===== src/hdl/button_sequence_lock_unit_assert.svh =====
// ----------------------------------------------------------------------------
// Button sequence lock assertion macros
// Concurrent assertion wrappers clocked on aclk; they compile to nothing when
// NO_ASSERTIONS is defined.
// ----------------------------------------------------------------------------
`ifndef BUTTON_SEQUENCE_LOCK_UNIT_ASSERT_SVH
`define BUTTON_SEQUENCE_LOCK_UNIT_ASSERT_SVH

`ifndef NO_ASSERTIONS

// Checked only outside reset.
`define BSL_ASSERT(label, prop, msg) \
    label: assert property (@(posedge aclk) disable iff (!aresetn) (prop)) else $error(msg);

// Checked at every edge, reset included.
`define BSL_ASSERT_ALWAYS(label, prop, msg) \
    label: assert property (@(posedge aclk) (prop)) else $error(msg);

`else

`define BSL_ASSERT(label, prop, msg)
`define BSL_ASSERT_ALWAYS(label, prop, msg)

`endif

`endif


===== src/hdl/bsl_pkg.sv =====
// ----------------------------------------------------------------------------
// Button sequence lock package
// Fixed sizes, register indexes and reset values shared by the lock unit.
// ----------------------------------------------------------------------------
package bsl_pkg;

    // Pattern and button geometry.
    localparam int unsigned PATTERN_LEN  = 5;
    localparam int unsigned BUTTON_COUNT = 4;
    localparam int unsigned PROG_W       = 3;
    localparam int unsigned BTN_W        = 2;
    localparam int unsigned PATTERN_W    = PATTERN_LEN * BTN_W;
    localparam int unsigned EDGES_W      = 4;
    localparam int unsigned TIME_W       = 32;

    // Stream payload widths, padded to whole bytes.
    localparam int unsigned S_DATA_W = 40;
    localparam int unsigned M_DATA_W = 8;

    // Configuration port.
    localparam int unsigned CFG_IDX_W  = 8;
    localparam int unsigned CFG_DATA_W = 32;

    typedef enum logic [CFG_IDX_W-1:0] {
        CFG_PATTERN_CODE  = 8'd0,
        CFG_INPUT_TIMEOUT = 8'd1,
        CFG_UNLOCK_HOLD   = 8'd2,
        CFG_ERROR_FLASH   = 8'd3
    } cfg_index_t;

    // Register reset values.
    localparam logic [PATTERN_W-1:0] PATTERN_CODE_RST  = '0;
    localparam logic [TIME_W-1:0]    INPUT_TIMEOUT_RST = 32'd2500;
    localparam logic [TIME_W-1:0]    UNLOCK_HOLD_RST   = 32'd8000;
    localparam logic [TIME_W-1:0]    ERROR_FLASH_RST   = 32'd500;

endpackage


===== src/hdl/button_sequence_lock_unit.sv =====
// ----------------------------------------------------------------------------
// Button sequence lock unit
// Combination lock opened by a secret sequence of button presses, with an
// inter-press timeout, an unlock hold time and an error-flash window.
// ----------------------------------------------------------------------------
// Throughput: one item per cycle unless m_tready holds the result register; the state
// update between the input register and the result register is combinational.
// Reset: aresetn is synchronous, active low; it empties both registers,
// clears the lock state and loads the configuration reset values.
module button_sequence_lock_unit (
    input  logic                          aclk,
    input  logic                          aresetn,
    // Input stream. s_tdata, from bit 0: now_time[31:0], press_edges[3:0], zeros.
    input  logic                          s_tvalid,
    output logic                          s_tready,
    input  logic [bsl_pkg::S_DATA_W-1:0]  s_tdata,
    // Result stream. m_tdata, from bit 0: is_unlocked, progress_count[2:0],
    // error_flash, unlock_event, wrong_press, zero.
    output logic                          m_tvalid,
    input  logic                          m_tready,
    output logic [bsl_pkg::M_DATA_W-1:0]  m_tdata,
    // Configuration write channel.
    input  logic                          cfg_valid,
    output logic                          cfg_ready,
    input  logic [bsl_pkg::CFG_IDX_W-1:0] cfg_index,
    input  logic [bsl_pkg::CFG_DATA_W-1:0] cfg_data
);
    import bsl_pkg::*;

    `include "button_sequence_lock_unit_assert.svh"

    // Configuration registers.
    logic [PATTERN_W-1:0] pattern_code_reg;
    logic [TIME_W-1:0]    input_timeout_reg;
    logic [TIME_W-1:0]    unlock_hold_reg;
    logic [TIME_W-1:0]    error_flash_ticks_reg;

    // Lock state.
    logic [PROG_W-1:0] progress_reg, progress_next;
    logic              open_reg, open_next;
    logic [TIME_W-1:0] last_press_reg, last_press_next;
    logic [TIME_W-1:0] open_since_reg, open_since_next;
    logic [TIME_W-1:0] error_end_reg, error_end_next;

    // Input register.
    logic               in_valid_reg;
    logic [TIME_W-1:0]  in_now_reg;
    logic [EDGES_W-1:0] in_edges_reg;

    // Result register.
    logic              out_valid_reg;
    logic [M_DATA_W-1:0] out_data_reg, out_data_next;

    // Handshake: the input item moves on when the result slot is free.
    logic advance;
    assign advance   = in_valid_reg && (!out_valid_reg || m_tready);
    assign s_tready  = !in_valid_reg || advance;
    assign m_tvalid  = out_valid_reg;
    assign m_tdata   = out_data_reg;
    assign cfg_ready = 1'b1;

    // Configuration writes; indexes outside the list are dropped.
    always_ff @(posedge aclk) begin
        if (!aresetn) begin
            pattern_code_reg      <= PATTERN_CODE_RST;
            input_timeout_reg     <= INPUT_TIMEOUT_RST;
            unlock_hold_reg       <= UNLOCK_HOLD_RST;
            error_flash_ticks_reg <= ERROR_FLASH_RST;
        end else if (cfg_valid && cfg_ready) begin
            unique case (cfg_index)
                CFG_PATTERN_CODE:  pattern_code_reg      <= cfg_data[PATTERN_W-1:0];
                CFG_INPUT_TIMEOUT: input_timeout_reg     <= cfg_data[TIME_W-1:0];
                CFG_UNLOCK_HOLD:   unlock_hold_reg       <= cfg_data[TIME_W-1:0];
                CFG_ERROR_FLASH:   error_flash_ticks_reg <= cfg_data[TIME_W-1:0];
                default: begin
                end
            endcase
        end
    end

    // Lowest-index pressed button.
    logic             press_any;
    logic [BTN_W-1:0] btn_idx;
    always_comb begin
        press_any = 1'b0;
        btn_idx   = '0;
        for (int b = BUTTON_COUNT - 1; b >= 0; b--) begin
            if (in_edges_reg[b]) begin
                press_any = 1'b1;
                btn_idx   = BTN_W'(b);
            end
        end
    end

    // Pattern widened so that any 3-bit progress selects a defined entry.
    logic [2*(1 << PROG_W)-1:0] pattern_ext;
    assign pattern_ext = (2*(1 << PROG_W))'(pattern_code_reg);

    // Next lock state for the item in the input register.
    logic [TIME_W-1:0] open_age, press_gap;
    logic [PROG_W-1:0] prog_timed, prog_cur, prog_inc;
    logic [BTN_W-1:0]  entry_cur;
    logic              unlock_ev, wrong_ev, flash_on;
    always_comb begin
        open_age        = in_now_reg - open_since_reg;
        press_gap       = in_now_reg - last_press_reg;
        progress_next   = progress_reg;
        open_next       = open_reg;
        last_press_next = last_press_reg;
        open_since_next = open_since_reg;
        error_end_next  = error_end_reg;
        unlock_ev       = 1'b0;
        wrong_ev        = 1'b0;
        prog_timed      = progress_reg;
        prog_cur        = progress_reg;
        prog_inc        = progress_reg;
        entry_cur       = '0;

        if (open_reg) begin
            // Unlocked: only the hold time matters, presses are ignored.
            if (open_age >= unlock_hold_reg) begin
                open_next = 1'b0;
            end
        end else begin
            // A long gap since the last press clears partial progress.
            if (progress_reg != '0 && press_gap >= input_timeout_reg) begin
                prog_timed = '0;
            end
            progress_next = prog_timed;
            prog_cur  = (prog_timed >= PROG_W'(PATTERN_LEN)) ? '0 : prog_timed;
            entry_cur = pattern_ext[{prog_cur, 1'b0} +: BTN_W];
            prog_inc  = prog_cur + PROG_W'(1);
            if (press_any) begin
                last_press_next = in_now_reg;
                if (btn_idx == entry_cur) begin
                    if (prog_inc == PROG_W'(PATTERN_LEN)) begin
                        // Pattern complete: open the lock.
                        open_next       = 1'b1;
                        open_since_next = in_now_reg;
                        progress_next   = '0;
                        error_end_next  = '0;
                        unlock_ev       = 1'b1;
                    end else begin
                        progress_next = prog_inc;
                    end
                end else begin
                    // Wrong button: restart, counting it if it opens the pattern.
                    progress_next  = (btn_idx == pattern_ext[BTN_W-1:0]) ?
                                     PROG_W'(1) : '0;
                    error_end_next = in_now_reg + error_flash_ticks_reg;
                    wrong_ev       = 1'b1;
                end
            end
        end

        flash_on      = !open_next && (in_now_reg < error_end_next);
        out_data_next = {1'b0, wrong_ev, unlock_ev, flash_on, progress_next, open_next};
    end

    // Input register and valid flags.
    always_ff @(posedge aclk) begin
        if (!aresetn) begin
            in_valid_reg  <= 1'b0;
            out_valid_reg <= 1'b0;
        end else begin
            if (s_tvalid && s_tready) begin
                in_valid_reg <= 1'b1;
            end else if (advance) begin
                in_valid_reg <= 1'b0;
            end
            if (advance) begin
                out_valid_reg <= 1'b1;
            end else if (m_tready) begin
                out_valid_reg <= 1'b0;
            end
        end
    end

    // Payload registers.
    always_ff @(posedge aclk) begin
        if (s_tvalid && s_tready) begin
            in_now_reg   <= s_tdata[TIME_W-1:0];
            in_edges_reg <= s_tdata[TIME_W +: EDGES_W];
        end
        if (advance) begin
            out_data_reg <= out_data_next;
        end
    end

    // Lock state commits when an item moves into the result register.
    always_ff @(posedge aclk) begin
        if (!aresetn) begin
            progress_reg   <= '0;
            open_reg       <= 1'b0;
            last_press_reg <= '0;
            open_since_reg <= '0;
            error_end_reg  <= '0;
        end else if (advance) begin
            progress_reg   <= progress_next;
            open_reg       <= open_next;
            last_press_reg <= last_press_next;
            open_since_reg <= open_since_next;
            error_end_reg  <= error_end_next;
        end
    end

    // Checks on the lock state and the result register.
    `BSL_ASSERT(a_progress_range, progress_reg < PROG_W'(PATTERN_LEN), "progress out of range")
    `BSL_ASSERT(a_open_no_progress, open_reg |-> progress_reg == '0, "progress kept while open")
    `BSL_ASSERT(a_unlock_result, m_tvalid && m_tdata[5] |-> m_tdata[6:0] == 7'h21, "bad unlock")
    `BSL_ASSERT(a_stall_cause, !s_tready |-> in_valid_reg && out_valid_reg && !m_tready, "bad stall")
    `BSL_ASSERT_ALWAYS(a_reset_empty, !aresetn |=> !m_tvalid && s_tready, "not empty after reset")

endmodule


===== config.mk =====
export PLATFORM = sky130hd
export DESIGN_NAME = button_sequence_lock_unit
export DESIGN_NICKNAME = d
export VERILOG_FILES = /design/src/hdl/bsl_pkg.sv /design/src/hdl/button_sequence_lock_unit.sv
export VERILOG_INCLUDE_DIRS = /design/src /design/src/hdl
export SDC_FILE = /design/constraint.sdc
export NUM_CORES = 1
export LEC_CHECK = 0
export ABC_AREA = 1
export BUFFER_PORTS_ARGS = -buffer_cell sky130_fd_sc_hd__buf_2
export CORE_ASPECT_RATIO = 2
export CORE_MARGIN = 8
export CORE_UTILIZATION = 60
export DETAILED_ROUTE_END_ITERATION = 8
export PLACE_DENSITY_LB_ADDON = 0.12
export SETUP_SLACK_MARGIN = 0.02
export SLEW_MARGIN = 10
export SYNTH_ARGS = -nofsm -noshare
export SYNTH_HDL_FRONTEND = slang
export SYNTH_SLANG_ARGS = --single-unit
export TNS_END_PERCENT = 10

===== constraint.sdc =====
create_clock -name aclk -period 7 [get_ports aclk]
set_input_delay 1.4 -clock aclk [delete_from_list [all_inputs] [get_ports aclk]]
set_output_delay 1.4 -clock aclk [all_outputs]
set_load 0.02 [all_outputs]

* Word level (Yosys, flattened, before mapping) *
Cells that the tools add are included.

word-level totals
  word-level logic and storage cells = 83
  register bits = 251
  output and inout port bits = 11
  bits of input ports = 85

operators by class
  reduce and logical (&&, ||, !) cells = 20
  muxes and demuxes = 30
  equal/unequal tests = 6
  $lt $le $gt $ge = 4
  add/subtract/negate cells = 4
  bitwise operators = 2
  shift-type cells = 1

operator list
  kind                                                      count
  two-way mux 32 bit                                        4
  greater-or-equal comparator 32 bit                        2
  subtractor 32 bit                                         2
  adder 32 bit                                              1
  < comparator 32 bit                                       1
  two-way mux 3 bit                                         7
  equality test 8 x 2 -> 1 bit, second input constant       2
  variable part select 16 x 5 -> 2 bit                      1
  two-way mux 1 bit                                         15
  equality test 8 x 1 -> 1 bit, second input constant       1
  logical NOT 8 bit                                         1
  two-way mux 2 bit                                         4
  AND reduction 2 bit                                       4
  AND reduction 5 bit                                       1
  equality test 2 bit                                       2
  logical AND 1 bit                                         4
  nonzero test 2 bit                                        2
  adder 3 x 1 -> 3 bit, second input constant               1
  equality test 3 bit, second input constant                1
  greater-or-equal comparator 3 bit, second input constant  1
  logical NOT 1 bit                                         3
  AND reduction 3 bit                                       1
  nonzero test 3 bit                                        1
  logical OR 1 bit                                          2
  2 further kinds                                           3

* Depth between registers and ports, before layout *
  depth in word-level cells = 15
  depth in mapped cells = 53
  mapped depth without buffers = 52

* Least setup slack after synthesis *
OpenSTA, ideal clock, no wires.

  kind = reg2reg
  from = reg in_now_reg[0]
  to = reg out_data_reg[4], in the netlist m_tdata[4], data pin
  period minus slack after synthesis = 6.258 ns
  data required time = 6.737 ns
  cell stages (with the launch flop) = 49
  setup slack = 0.742 ns
  arrival = 5.996 ns
  library setup time = 0.263 ns
  path buffers = 1
  cell sequence = edfxtp_1 inv_1 ha_1 inv_1 fa_1 nand3_1 nand2_1 nand3_1 nand2_1 nand3_1 nand2_2 a21boi_2 o21ai_1 a21boi_2 o21ai_2 a21boi_2 o21ai_1 a21boi_2 [... 13 more ...] inv_1 ha_1 xor2_1 nand2_2 inv_1 buf_2 o21ai_0 o211ai_1 o21ai_0 inv_1 ha_1 nand2_1 o21ai_0 nand3_1 a21oi_1 a211oi_1 o2111ai_1 a21oi_1

on the way
  longest elaborated chain between the ends = 15
  elaborated cells on any way between the ends = 26
  those cells by class = 4 x add/sub; 4 x order compare; 2 x eq/ne; 1 x shift; 12 x mux; 3 x reduce/logical

RTL lines
  item                                                             line                              RTL
  start: declaration                                               button_sequence_lock_unit.sv:47   logic [TIME_W-1:0] in_now_reg;
  start signal: assignment                                         button_sequence_lock_unit.sv:182  in_now_reg <= s_tdata[TIME_W-1:0];
  subtractor 32 bit                                                button_sequence_lock_unit.sv:106  press_gap = in_now_reg - last_press_reg;
  greater-or-equal comparator 32 bit                               button_sequence_lock_unit.sv:126  if (progress_reg != '0 && press_gap >= input_timeout_reg) begin
  logical AND 1 bit                                                button_sequence_lock_unit.sv:126
  two-way mux 3 bit                                                button_sequence_lock_unit.sv:126
  two-way mux 3 bit                                                button_sequence_lock_unit.sv:119  if (open_reg) begin
  greater-or-equal comparator 3 bit                                button_sequence_lock_unit.sv:130  prog_cur = (prog_timed >= PROG_W'(PATTERN_LEN)) ? '0 : prog_timed;
  two-way mux 3 bit                                                button_sequence_lock_unit.sv:130
  adder 3 x 1 -> 3 bit                                             button_sequence_lock_unit.sv:132  prog_inc = prog_cur + PROG_W'(1);
  equality test 3 bit                                              button_sequence_lock_unit.sv:136  if (prog_inc == PROG_W'(PATTERN_LEN)) begin
  two-way mux 32 bit / two-way mux 1 bit (equally long branches)   button_sequence_lock_unit.sv:136
  two-way mux 32 bit / two-way mux 1 bit (equally long branches)   button_sequence_lock_unit.sv:135  if (btn_idx == entry_cur) begin
  two-way mux 32 bit / two-way mux 1 bit (equally long branches)   button_sequence_lock_unit.sv:133  if (press_any) begin
  two-way mux 32 bit / two-way mux 1 bit (equally long branches)   button_sequence_lock_unit.sv:119
  < comparator 32 bit / logical NOT 1 bit (equally long branches)  button_sequence_lock_unit.sv:156  flash_on = !open_next && (in_now_reg < error_end_next);
  logical AND 1 bit *                                              button_sequence_lock_unit.sv:156
  named net flash_on                                               button_sequence_lock_unit.sv:103  logic unlock_ev, wrong_ev, flash_on;
  end signal: assignment                                           button_sequence_lock_unit.sv:186  out_data_reg <= out_data_next;
  end: declaration                                                 button_sequence_lock_unit.sv:52   logic [M_DATA_W-1:0] out_data_reg, out_data_next;

The timed path passes the listed nets; every way through them passes the cells marked *. The select of a mux whose other input is x is not followed.
A chain may end at the register's enable or synchronous reset.

* Worst setup path after layout *
  from = reg in_now_reg[2]
  to = reg out_data_reg[4], in the netlist m_tdata[4], data pin

Same word-level chain as after synthesis.

==> metrics <==
run status=finished, violations left; failing checks=setup timing; fillers=2191; Finished Layout Cells=2681; crit path max fanout=7; crit-path max cell delay=0.43 ns; setup ws final=-0.205 ns; GPL Wtd Cong=1.01; ys async rst share=0%; vias in the first global route=15400; CTS tree=yes; Primary FF master, synth=dfxtp_1; I/O Pins=96; Setup Skew=0.0122 ns; nets=2591; number of DRC markers in iteration 0=765; period utilisation layout=103%; # hold bufs at CTS=0; H-Tree Level Count=1; routed vias/inst=5.76; Cell Pwr Density=218 mW/mm2; f_max=0.139 GHz; CTS root buffer=clkbuf_16; CTS buffer count=26; RSZ-0062 raised after global routing=yes; Final Routed Wirelength=51100 um; total power=4290 uW; die height=249 um; synthesized cell area=0.0162 mm2; Final Hold Violating Endpoints=0; Post-synth EDFFs=43; grt ovf=0; crit path capture type=flip-flop; Max-Cap Viols=0; placed cell count=2580; Tmin final=7.20 ns; Post-Synthesis Cells=2108; worst endpoint required time=7.29 ns; CTS sink cnt=251; register clock-pin slew on the reported worst setup and hold paths=0.06 ns; Peak VDD IR=0.249 mV; Relative slew margins=14.0%; Synth Register Bits=251; Avg Cell Area, Syn=7.70 um2; slew at the pin with the worst max-slew slack=1.29 ns; Seq/Total Area, Yosys=33.6%; layout overhead on the synthesized area=21.5%; Die Wd=132 um; largest net degree at the start of global routing=103; Port-buffer cells=89; Startpoint Class=flip-flop; # setup viols final=1; Starting Density=60.6%; Longest Clk Path Bufs=3; router iterations before antenna repair=5; Hold WS=0.461 ns; worst skew pair latency=0.54 ns; core area=0.0268 mm2; initial antenna violation count=0; Reg2Reg Setup Slack=-0.20 ns; WS Path Type=flip-flop to flip-flop; Synth Net Count=2386; type of the tightest min-delay check=flip-flop to flip-flop; first-pass GRT wire length=77900 um; hpwl dp=37000 um; worst path arrival time=7.49 ns; Detail Route Antenna Nets=0; Top delay family on crit path=compound AO/OA/AOI/OAI gates; static leakage=0.00879 uW; layout cells sized above 1=21.3%; count of cell types in the netlist=54; Max Slew Vio Count=0; Overall Global Routing Usage=29.8%; routed via count=15400; Ant. Diodes=0; Cell Rows=85; drc violations=0; Buf/Inv on CP=5; most frequent cells in the layout=inv_1 (314), a21oi_1 (250), nand2_1 (213), dfxtp_1 (208), o21ai_0 (183); leading cell type in the layout, fill and taps excluded=inv_1; YS warnings=0; Crit-path slowest cell=edfxtp_1; Routed WL per cell=19.1 um; Total Die Area=0.0329 mm2
-- metal layers --
layer,part of all wire [%],track usage [%],up-vias
li1,-,-,7534
met1,33,26.8,7172
met2,53,56.6,509
met3,3.9,3.21,225
met4,10,27.0,0
met5,0,0,-
-- layout make-up --
type	instances	area [um2]	share of cell area (%)
Multi-Input combinational cell	1444	9790	49.6
Sequential cell	251	5460	27.7
Timing Repair Buffer	255	1860	9.45
Inverter	333	1260	6.41
Clock buffer	38	767	3.89
Tap cell	348	435	2.21
Clock inverter	10	125	0.634
Timing Repair inverter	2	20.0	0.102
-- stage by stage --
| stage | setup slack (ns) | cell area (um2) | utilization [%] | setup TNS, ns |
|---|---|---|---|---|
| after global placement | -0.429 | 17700 | 65.9 | -0.429 |
| final | -0.205 | 19700 | 73.6 | -0.205 |
| after floorplan | 0.742 | 16200 | - | 0 |
| after global routing | -0.390 | 19700 | 73.6 | -0.590 |
| after CTS | -0.134 | 19200 | 71.7 | -0.231 |
| after detailed placement | -0.560 | 17700 | 65.9 | -0.560 |
-- synthesized netlist by cell type (2+ instances only) --
| cell | n | area [um2] |
|---|---|---|
| inv_2 | 8 | 30.0 |
| a21oi_2 | 36 | 315 |
| nand3_1 | 59 | 295 |
| xnor2_1 | 25 | 219 |
| o2111ai_1 | 3 | 26.3 |
| o21ai_1 | 76 | 380 |
| clkinv_1 | 4 | 15.0 |
| a31oi_1 | 4 | 25.0 |
| ha_1 | 190 | 2380 |
| xor2_1 | 60 | 526 |
| o221ai_1 | 5 | 43.8 |
| or2_2 | 4 | 25.0 |
| o21ai_2 | 13 | 114 |
| a21o_1 | 4 | 30.0 |
| o211ai_2 | 2 | 25.0 |
| nand2_2 | 10 | 62.6 |
| fa_1 | 3 | 60.1 |
| conb_1 | 2 | 7.51 |
| a21oi_1 | 267 | 1340 |
| nor3_4 | 2 | 32.5 |
| o21ai_0 | 210 | 1050 |
| a221oi_1 | 3 | 26.3 |
| buf_4 | 2 | 15.0 |
| buf_6 | 6 | 67.6 |
| o211ai_1 | 36 | 270 |
| clkbuf_1 | 62 | 233 |
| buf_2 | 10 | 50.1 |
| dfxtp_1 | 208 | 4160 |
| nor3_1 | 14 | 70.1 |
| nor2_1 | 124 | 465 |
| inv_1 | 320 | 1200 |
| edfxtp_1 | 43 | 1290 |
| a21boi_2 | 9 | 101 |
| o21a_1 | 4 | 30.0 |
| a31oi_2 | 2 | 25.0 |
| nand2_1 | 234 | 878 |
| o21bai_1 | 2 | 15.0 |
| nand3_2 | 4 | 40.0 |
| nand4_1 | 17 | 106 |
| a211oi_1 | 6 | 45.0 |
| nor4_1 | 2 | 12.5 |
-- repair_timing --
action                                  CTS  global route
endpoints found under the setup margin    1            26
setup buffers                            39            17
cloned                                    3             0
resized for setup                        83           102
pin swaps                                45            73
-- logic make-up after synthesis --
| logic type | Yosys count | synth area share, % |
|---|---|---|
| AOI/OAI and AO/OA | 689 | 24.2 |
| xor gates and xnor gates | 85 | 4.59 |
| adders and majority gates | 193 | 15.0 |
| buffers and inverters | 413 | 9.97 |
| DFF | 251 | 33.6 |
| other | 2 | 0.0463 |
| and+or+nand+nor | 475 | 12.6 |
-- path summary, 6_finish.rpt --
kind | endpoint | cells after the start | startpoint
setup / recovery | m_tdata[4] | 46 | in_now_reg[2]
hold / removal | input_timeout_reg[31] | 2 | input_timeout_reg[31]
setup reg to reg | m_tdata[4] | 46 | in_now_reg[2]
hold reg to reg | input_timeout_reg[31] | 2 | input_timeout_reg[31]
-- worst reg2reg max path: cells and delay by family (launching register included) --
kind	cells	cell delay (ns)
compound gates	20	3.15
fa+ha+maj	3	0.82
buf+inv	5	0.57
flops	1	0.43
simple gates	17	1.83
xor+xnor	1	0.16
-- where the power goes --
| group | leakage [uW] | internal (uW) | total (uW) | switching [uW] |
|---|---|---|---|---|
| clock | 0.000437 | 869 | 1460 | 596 |
| sequential | 0.00211 | 1520 | 1560 | 36.6 |
| combinational | 0.00625 | 548 | 1270 | 720 |
No activity file was read; power rests on OpenSTA's default activity.
